<file path="src/sv/btpm_pkg.sv">
// Shared types and constants for the binary trie prefix match engine.
package btpm_pkg;

  // Trie geometry
  localparam int unsigned NodeCount = 4096;
  localparam int unsigned AddrBits  = 32;
  localparam int unsigned NodeW     = $clog2(NodeCount);
  localparam int unsigned UsedW     = NodeW + 1;
  localparam int unsigned BitPosW   = $clog2(AddrBits);

  // Field widths
  localparam int unsigned LenW = 6;
  localparam int unsigned NumW = 32;

  // Command queue between front and back
  localparam int unsigned QDepth = 2;
  localparam int unsigned QPtrW  = $clog2(QDepth);
  localparam int unsigned QCntW  = QPtrW + 1;

  typedef enum logic {
    CmdInsert = 1'b0,
    CmdLookup = 1'b1
  } cmd_e;

  typedef struct packed {
    cmd_e                cmd;
    logic [AddrBits-1:0] addr;
    logic [LenW-1:0]     plen;
    logic [NumW-1:0]     num;
  } item_t;

  typedef logic [1:0][NodeW-1:0] links_t;

  typedef struct packed {
    logic            valid;
    logic [NumW-1:0] num;
  } entry_t;

  typedef struct packed {
    logic            match_found;
    logic [NumW-1:0] matched_number;
    logic [LenW-1:0] matched_length;
    logic            table_full;
  } result_t;

endpackage

</file>
<file path="src/sv/btpm_queue.sv">
// Small FIFO of classified commands between the front and the walk engine.
module btpm_queue
  import btpm_pkg::*;
(
  input  logic  clk_i,
  input  logic  rst_ni,
  input  logic  push_i,
  input  item_t push_item_i,
  input  logic  pop_i,
  output item_t pop_item_o,
  output logic  empty_o,
  output logic  full_o
);

  item_t            store_q [QDepth];
  logic [QPtrW-1:0] wr_ptr_q, wr_ptr_d;
  logic [QPtrW-1:0] rd_ptr_q, rd_ptr_d;
  logic [QCntW-1:0] count_q, count_d;
  logic             do_push, do_pop;

  assign empty_o    = (count_q == '0);
  assign full_o     = (count_q == QCntW'(QDepth));
  assign do_push    = push_i && !full_o;
  assign do_pop     = pop_i && !empty_o;
  assign pop_item_o = store_q[rd_ptr_q];

  // Advance pointers with wrap at the queue depth
  always_comb begin
    wr_ptr_d = wr_ptr_q;
    rd_ptr_d = rd_ptr_q;
    count_d  = count_q;
    if (do_push) begin
      wr_ptr_d = (wr_ptr_q == QPtrW'(QDepth - 1)) ? '0 : wr_ptr_q + 1'b1;
    end
    if (do_pop) begin
      rd_ptr_d = (rd_ptr_q == QPtrW'(QDepth - 1)) ? '0 : rd_ptr_q + 1'b1;
    end
    if (do_push && !do_pop) begin
      count_d = count_q + 1'b1;
    end else if (do_pop && !do_push) begin
      count_d = count_q - 1'b1;
    end
  end

  always_ff @(posedge clk_i or negedge rst_ni) begin
    if (!rst_ni) begin
      wr_ptr_q <= '0;
      rd_ptr_q <= '0;
      count_q  <= '0;
    end else begin
      wr_ptr_q <= wr_ptr_d;
      rd_ptr_q <= rd_ptr_d;
      count_q  <= count_d;
    end
  end

  // Hold payload in the slot at the write pointer
  always_ff @(posedge clk_i) begin
    if (do_push) begin
      store_q[wr_ptr_q] <= push_item_i;
    end
  end

endmodule

</file>
<file path="src/sv/btpm_front.sv">
// Command intake: accepts transactions, normalizes fields and queues them.
module btpm_front
  import btpm_pkg::*;
(
  input  logic            clk_i,
  input  logic            rst_ni,
  input  logic            start_i,
  output logic            busy_o,
  input  logic            command_i,
  input  logic [31:0]     address_i,
  input  logic [LenW-1:0] prefix_length_i,
  input  logic [NumW-1:0] as_number_i,
  input  logic            pop_i,
  output item_t           item_o,
  output logic            item_valid_o
);

  item_t item_in;
  logic  full, empty, accept;

  assign busy_o = full;
  assign accept = start_i && !full;

  // Classify the command, keep the used address bits, clamp the prefix length
  always_comb begin
    item_in.cmd  = command_i ? CmdLookup : CmdInsert;
    item_in.addr = address_i[AddrBits-1:0];
    item_in.plen = (prefix_length_i > LenW'(AddrBits)) ? LenW'(AddrBits) : prefix_length_i;
    item_in.num  = as_number_i;
  end

  btpm_queue u_queue (
    .clk_i       (clk_i),
    .rst_ni      (rst_ni),
    .push_i      (accept),
    .push_item_i (item_in),
    .pop_i       (pop_i),
    .pop_item_o  (item_o),
    .empty_o     (empty),
    .full_o      (full)
  );

  assign item_valid_o = !empty;

endmodule

</file>
<file path="config.mk">
export PLATFORM = sky130hd
export DESIGN_NAME = btpm_front
export DESIGN_NICKNAME = d
export VERILOG_FILES = /design/src/sv/btpm_pkg.sv /design/src/sv/btpm_queue.sv /design/src/sv/btpm_front.sv
export SDC_FILE = /design/constraint.sdc
export NUM_CORES = 1
export LEC_CHECK = 0
export CAP_MARGIN = 25
export CORE_MARGIN = 8
export CORE_UTILIZATION = 62
export CTS_CLUSTER_SIZE = 14
export DETAILED_ROUTE_END_ITERATION = 10
export DONT_BUFFER_PORTS = 1
export GPL_TIMING_DRIVEN = 0
export PLACE_DENSITY_LB_ADDON = 0.08
export SLEW_MARGIN = 5
export SYNTH_ARGS = -nofsm -noshare
export SYNTH_HDL_FRONTEND = slang
export SYNTH_SLANG_ARGS = --single-unit
</file>
<file path="constraint.sdc">
create_clock -name clk_i -period 4.9 [get_ports clk_i]
set_input_delay 0.735 -clock clk_i [delete_from_list [all_inputs] [get_ports clk_i]]
set_output_delay 0.735 -clock clk_i [all_outputs]
set_load 0.005 [all_outputs]
</file>
# After elaboration in Yosys (flattened, before gate mapping)
# Memories as Yosys holds them, arrays and structs flattened.
# Index checks and enable logic that the tools add are counted.
# Widths: inputs -> output; s select.
# word_totals
mem_count	1
ff_bits	4
out_inout_bits	73
ramBits	142
# op_classes
n_reduce_logical	11
eq_ne	1
n_addsub	4
muxes	8
order_cmp	1
# memory_table
memory	words	width	rd	rd_clocked_by_memory_dff	write_ports	line_no	source
u_queue.store_q	2	71	1	0	1	btpm_queue.sv:15	item_t store_q [QDepth];
# ops
operator	count
$gt 6x6->1 const B	1
$mux 6	1
$logic_and 1x1->1	5
$mux 1	5
$logic_not 1->1	4
$mux 2	2
$add 1x1->1 const B	2
$add 2x1->2 const B	1
$eq 2x2->1 const B	1
$logic_not 2->1	1
$reduce_bool 2->1	1
$sub 2x1->2 const B	1

# Depth between registers and ports, before layout
# Gate-level depths: netlist of the first run.
# logic_depth
ltp_word	8
mapped_depth	7
ltp_nobuf	7

# Modules after synthesis
# From an unflattened synthesis of the first run, not the netlist that was laid out.
# hier_totals
cells_unflattened	248
hier_area_um2	5715.5
# by_module_without_submodules
module	instances	cells_each	area_each_um2
btpm_queue	1	240	5670.4
btpm_front	1	8	45.0

# Least setup slack after synthesis of the first run
# Ideal clock, no wire load.
# synth_path
path_type	input to register
start	input start_i
end	memory u_queue.store_q[0][0] (netlist bit), enable pin
path_stages	2
t_arrival_ps	3789
slack_ps	611
path_cell_list	nand2_1 -> nor2_1
# synth_between
elab_chain_cells	4
# synth_rtl
element	line_no	source
start, declared	btpm_front.sv:7	input logic start_i,
$logic_and 1x1->1	btpm_front.sv:22	assign accept = start_i && !full;
$logic_and 1x1->1	btpm_queue.sv:23	assign do_push = push_i && !full_o;
$mux 1	btpm_queue.sv:59	if (do_push) begin
$mux 1 (not written as such)	btpm_queue.sv:60	store_q[wr_ptr_q] <= push_item_i;
end, declared	btpm_queue.sv:15	
# No other way between the ends.

==> qor.txt, run 1 <==
Via Count -> 2225
cts hold-fix bufs -> 1
die area -> 0.0125 sq mm
Peak supply drop -> 0.605 mV
Final Cycle Share -> 0.469
Gates resized, CTS repair -> 0
most common cell in the netlist -> edfxtp_1
DP Area -> 0.00593 sq mm
core area -> 0.00906 sq mm
arrival time of the worst setup path -> 1.56 ns
die width -> 112 microns
sw power -> 1.11 mW
CTS root buf -> clkbuf_8
status -> completed
synthesis warning total -> 0
final wirelength -> 9470 microns
initial antenna violation count -> 0
setup repair bufs after CTS -> 0
largest net degree at the start of global routing -> 62
Ant. Diodes -> 0
Crit Reg-Reg Startpoint -> u_queue.count_q[0]
hold depth -> 0
CP endpoint kind -> output port
design area -> 0.00652 sq mm
switching share of power -> 0.263
via/cell ratio -> 5.68
I/O Buffers -> 0
Reg2Reg Setup Slack -> 2.68 ns
Reg clk slew, reported paths -> 0.06 ns
die height -> 112 microns
Total Power Consumption -> 4.22 mW
CP Class -> flop to output port
internal power -> 3.11 mW
sequential-to-total area share from yosys stat -> 0.765
Final WS setup -> 2.60 ns
Commonest cells post-synth -> 142 x edfxtp_1, 69 x mux2_4, 7 x buf_12, 5 x nor2b_1, 4 x dfrtp_1
CP startpoint kind -> flop
total grt overflow -> 0
CP Cell Sequence -> buf_6 -> buf_12 -> mux2_4
CTS Buf Count -> 17
Syn Nets -> 322
Peak Freq -> 436 MHz
Cell Pwr Density -> 648 mW/mm^2
Final Instance Count excl. Fillers -> 392
Pleak -> 2.40 nW
Mapped Cells -> 246
Clk Latency, worst-skew pair -> 0.51 ns
synth top area cells -> edfxtp_1 75%, mux2_4 18%, buf_12 2.5%
min-delay src -> as_number_i[8]
ys flop type -> edfxtp_1
share of power burned in registers -> 0.423
synth unique cells -> 17
Slew headroom -> 0.423
NumNets Final -> 345
FFs w/ async S/R, synth -> 0.0274
Final Skew -> 0.00906 ns
max incr delay on CP -> 0.34 ns
Maximum Capacitance Violations -> 0
CTS tree -> built
Post-synth EDFFs -> 142
flops & latches, synth -> 146
detailed-route wire length per cell -> 24.2 microns
I/O Pins -> 148
HP Class -> primary input to flop
Least-Margin Pin Slew -> 0.863 ns
cell total after placement -> 360
mapped cell area -> 0.00571 sq mm
shortest period the worst path allows -> 2.30 ns
proportion of layout cells with a drive suffix above 1 -> 0.402
DR pass1 iterations -> 4
unrepaired setup endpoints after global routing -> no
level count of the clock H-tree -> 4
combinational power share -> 0.281
Synth Area per Inst -> 23.2 sq um
max-slew violations -> 0
Worst R2R Path Depth -> 5
first-pass GRT wire length -> 14100 microns
Rows -> 35
final routed DRC violation total -> 0
hold endpoint -> u_queue.store_q[1][8]
Area Overhead vs Synth -> 14.3%
Synth area leader -> edfxtp_1
Slowest-stage cell, CP -> dfrtp_1
clock share of power -> 0.296
number of routed nets with antenna violations -> 0
final setup vio count -> 0
critical register-to-register path endpoint -> u_queue.store_q[0][54]
CTS sink cnt -> 146
final core utilization -> 0.719
deepest clock path buffer count -> 2
share of the synthesized area in the top cell type -> 0.747
post-DP HPWL -> 6550 microns
Fin. Hold Viols -> 0
Placer Congestion -> 0.631
peak fanout along the critical path -> 10
total track usage -> 0.154
vias in the first global route -> 2473
pre-CTS setup slack -> 2.55 ns
Initial Utilization -> 0.630
critical path required time -> 4.16 ns
Iteration-0 DRC Markers -> 104
## kinds of logic (layout without fill, tap and decap cells)
kind of cell,after synthesis,after routing,share of synthesized area
muxes,71,71,0.185
adders and majority gates,1,1,0.00219
buffers and inverters,11,46,0.0285
DFF,146,146,0.765
and+or+nand+nor,12,12,0.0114
xor gates and xnor gates,5,5,0.00768
## per-stage QoR
stage	hold WS, ns	setup TNS, ns
floorplan	0.439	0
global placement	0.440	-67.71
detailed placement	0.440	0
CTS	0.288	0
global route	0.281	0
finish	0.317	0
## worst max-delay path by stage
stage | startpoint | end | slack, ns | depth (start not counted)
after floorplan | start_i | u_queue.store_q[0][0] | 0.61 | 2
after global placement | start_i | u_queue.store_q[0][63] | -0.96 | 2
after detailed placement | start_i | u_queue.store_q[0][63] | 2.55 | 4
after CTS | u_queue.rd_ptr_q | item_o[39] | 2.56 | 3
after global routing | u_queue.rd_ptr_q | item_o[45] | 2.52 | 3
final | u_queue.rd_ptr_q | item_o[39] | 2.60 | 3
## power by group through the flow
| stage | registers, mW | clock network [mW] | logic [mW] |
|---|---|---|---|
| after global routing | 1.81 | 1.32 | 1.26 |
| after detailed placement | 1.81 | 0 | 1.21 |
| after CTS | 1.79 | 1.27 | 1.22 |
| final | 1.79 | 1.25 | 1.19 |
| after floorplan | 1.81 | 0 | 0.956 |
| after global placement | 1.84 | 0 | 1.14 |
## critical path, delay by kind of cell (launching register included)
family | cells | cell delay (ns)
buffers and inverters | 2 | 0.39
multiplexers | 1 | 0.33
flip-flops | 1 | 0.34
## layer usage
layer	share of wire	wire, microns	vias to the layer above	track usage
met3	0.10	990	12	0.0860
met5	0	0	-	0
met4	0.013	123	0	0.0809
met1	0.36	3450	1114	0.154
li1	-	-	1005	-
met2	0.52	4910	94	0.252
## registers in the layout, summed over array words and instances (netlist names)
register and cells:
u_queue.wr_ptr_q 1, u_queue.rd_ptr_q 1, u_queue.store_q 142, u_queue.count_q 2
## cell type report
| class | count | area, sq um |
|---|---|---|
| Sequential cell | 146 | 4360 |
| Tap cell | 111 | 139 |
| Fill cell | 518 | 2540 |
| Clock inverter | 13 | 160 |
| Inverter | 2 | 7.51 |
| Timing Repair Buffer | 4 | 85.1 |
| Buffer | 9 | 155 |
| Clock buffer | 18 | 418 |
| Multi-Input combinational cell | 89 | 1190 |
## cells in the final DEF (no fill, tap or decap)
cell,count
nor2_1,1
dfrtp_1,4
xor2_1,2
dlygate4sd3_1,1
clkbuf_16,16
inv_1,2
ha_1,1
nand2b_1,1
clkinv_1,1
buf_16,2
inv_6,2
mux2_4,69
nor2_4,1
clkbuf_1,2
xnor2_1,3
and3_4,1
mux2_2,2
bufinv_16,3
nand2_1,2
clkinv_2,3
buf_12,8
buf_6,1
edfxtp_1,142
or2_1,1
clkinvlp_4,1
clkbuf_8,1
nor2b_1,5
clkinv_4,3
Power figures use the tool's default switching activity.
==> inputs of run 2 (changes only) <==
--- a/config.mk
+++ b/config.mk
@@ -7,7 +7,7 @@
 export LEC_CHECK = 0
 export CAP_MARGIN = 25
 export CORE_MARGIN = 8
-export CORE_UTILIZATION = 62
+export CORE_UTILIZATION = 56
 export CTS_CLUSTER_SIZE = 14
 export DETAILED_ROUTE_END_ITERATION = 10
 export DONT_BUFFER_PORTS = 1
==> constraint.sdc (replaced) <==
create_clock -name clk_i -period 1.95 [get_ports clk_i]
set_input_delay 0.2925 -clock clk_i [delete_from_list [all_inputs] [get_ports clk_i]]
set_output_delay 0.2925 -clock clk_i [all_outputs]
set_load 0.005 [all_outputs]
==> run 2 against run 1 <==
Sequential power grew to 2.5 times the previous value; global-route usage is essentially flat; sequential share of layout area shrank 7.2 points; utilization grew 0.43 points; critical path depth is the same; flip-flop and latch count is the same; critical endpoint is now item_o[9].
==> qor.txt, run 2 (synthesis gave the netlist of run 1 again) <==
status -> completed
Final WS setup -> 0.0955 ns (-2.51 ns)
Top delay family on crit path -> buffers and inverters
Final Skew -> 0.00506 ns (-0.00400 ns)
level count of the clock H-tree -> 4 (unchanged)
via/cell ratio -> 5.21 (-8.2%)
first-pass GRT wire length -> 14900 microns (+5.9%)
commonest cells after routing, fill and taps aside -> 142 x edfxtp_1, 69 x mux2_4, 69 x dlygate4sd3_1
proportion of layout cells with a drive suffix above 1 -> 0.322 (-0.0802)
critical path required time -> 1.66 ns (-2.50 ns)
max incr delay on CP -> 0.34 ns (about the same)
hold slack -> 0.0387 ns (-0.278 ns)
Top Registers -> u_queue.store_q x142, u_queue.count_q x2
Rows -> 37 (+5.7%)
die area -> 0.0137 sq mm (+9.2%)
Cell Pwr Density -> 1510 mW/mm^2 (+130%)
Area Overhead vs Synth -> 28.0%
Initial Utilization -> 0.565 (-0.0641)
Slowest-stage cell, CP -> dfrtp_1
post-DP HPWL -> 6440 microns (-1.7%)
shortest period the worst path allows -> 1.85 ns
most common cell after layout, fill and taps aside -> edfxtp_1
Fillers -> 640 (+24%)
Peak Freq -> 539 MHz
Clk Latency, worst-skew pair -> 0.51 ns (about the same)
Pleak -> 2.72 nW (+13%)
detailed-route wire length per cell -> 20.9 microns (-14%)
min-delay src -> prefix_length_i[2]
Largest Register -> u_queue.store_q
die height -> 117 microns (+4.5%)
Maximum Capacitance Violations -> 0 (unchanged)
core area -> 0.0101 sq mm (+11%)
max reg flops -> 142 (unchanged)
vias in the first global route -> 2776 (+12%)
CP Class -> flop to output port
peak fanout along the critical path -> 10 (unchanged)
initial antenna violation count -> 0 (unchanged)
CTS root buf -> clkbuf_8
Least-Margin Pin Slew -> 0.584 ns (-0.280 ns)
Placer Congestion -> 0.642 (+1.6%)
Worst R2R Path Depth -> 5 (unchanged)
unrepaired setup endpoints after global routing -> no
pre-CTS setup slack -> -0.0415 ns (-2.59 ns)
number of routed nets with antenna violations -> 0 (unchanged)
max-slew violations -> 0 (unchanged)
final setup vio count -> 0 (unchanged)
Slew headroom -> 0.611 (+0.187)
CP startpoint kind -> flop
deepest clock path buffer count -> 2 (unchanged)
CTS tree -> built
Final Cycle Share -> 0.951
CP endpoint kind -> output port
Ant. Diodes -> 0 (unchanged)
CTS sink cnt -> 146 (unchanged)
I/O Buffers -> 0 (unchanged)
Fin. Hold Viols -> 0 (unchanged)
CP Cell Sequence -> buf_6 -> buf_12 -> mux2_4
total track usage -> 0.154 (+0.000244)
I/O Pins -> 148 (unchanged)
setup_tns -> 0 ns (unchanged)
Reg2Reg Setup Slack -> 0.18 ns (-2.50 ns)
final routed DRC violation total -> 0 (unchanged)
Gates resized, CTS repair -> 0 (unchanged)
NumNets Final -> 414 (+20%)
Iteration-0 DRC Markers -> 106 (+1.9%)
CP Buf/Inv Count -> 2 (unchanged)
CTS Buf Count -> 17 (unchanged)
largest net degree at the start of global routing -> 53 (-15%)
die width -> 117 microns (+4.5%)
final wirelength -> 10200 microns (+7.3%)
DR pass1 iterations -> 4 (unchanged)
hold endpoint -> u_queue.store_q[0][34]
HP Class -> primary input to flop
Reg clk slew, reported paths -> 0.06 ns (about the same)
Peak supply drop -> 0.987 mV (+63%)
Via Count -> 2537 (+14%)
critical register-to-register path endpoint -> u_queue.store_q[0][4]
total grt overflow -> 0 (unchanged)
arrival time of the worst setup path -> 1.56 ns (about the same)
hold depth -> 1 (+1)
Crit Reg-Reg Startpoint -> u_queue.count_q[0]
[run 2: changes by cell type in the layout (fill, tap and decap cells not counted)]
| cell | delta |
|---|---|
| nand2_4 | +1 |
| inv_6 | -2 |
| nor2_2 | +1 |
| bufinv_16 | +3 |
| nand2b_4 | +1 |
| buf_16 | -1 |
| buf_12 | +1 |
| dlygate4sd3_1 | +68 |
| nand2b_1 | -1 |
| clkinv_4 | -3 |
| clkinv_1 | +4 |
| clkinv_2 | -1 |
| nand2_1 | -1 |
[run 2: final cells by class]
| type | instances | area (sq um) | share of cell area |
|---|---|---|---|
| plain buffers | 9 | 155 | 0.0212 |
| clock buffers | 18 | 418 | 0.0572 |
| clock inverters | 14 | 216 | 0.0296 |
| inverters | 2 | 7.51 | 0.00103 |
| multi-input cells | 90 | 1210 | 0.166 |
| flip-flops and latches | 146 | 4360 | 0.598 |
| well taps | 136 | 170 | 0.0233 |
| repair buffers | 72 | 758 | 0.104 |
[run 2: worst max path at each step]
stage | from | to | cells past startpoint
floorplan | u_queue.count_q[0] | u_queue.store_q[0][0] | 3
global placement | u_queue.count_q[0] | u_queue.store_q[0][66] | 3
detailed placement | u_queue.count_q[0] | u_queue.store_q[0][53] | 5
CTS | u_queue.rd_ptr_q | item_o[9] | 3
global route | u_queue.rd_ptr_q | item_o[42] | 3
finish | u_queue.rd_ptr_q | item_o[9] | 3
[run 2: per-stage QoR]
step | util | area, sq um | power (mW) | instances
finish | 0.724 | 7300 | 11.1 | 487
global route | 0.724 | 7300 | 11.5 | 487
CTS | 0.724 | 7300 | 11.2 | 487
detailed placement | 0.592 | 5970 | 7.60 | 385
global placement | 0.585 | 5900 | 7.48 | 382
floorplan | - | 5730 | 6.95 | 246
[run 2: power by group]
group / total [mW] / internal, mW / switching, mW
logic: 3.13 / 1.68 / 1.44
clock network: 3.44 / 2.31 / 1.13
registers: 4.50 / 4.29 / 0.206
total: 11.1 / 8.28 / 2.78
[run 2: per-layer routing]
layer	global-route usage	routed length [microns]	up-vias
li1	-	-	1155
met1	0.157	3840	1269
met3	0.0775	1030	12
met5	0	0	-
met2	0.259	5140	101
met4	0.0768	165	0
[run 2: timing repair]
action                                  4_1_cts  5_1_grt
endpoints found under the setup margin       28        0
hold buffers                                 69        0
setup buffers                                 0        0
endpoints found under the hold margin       148        0
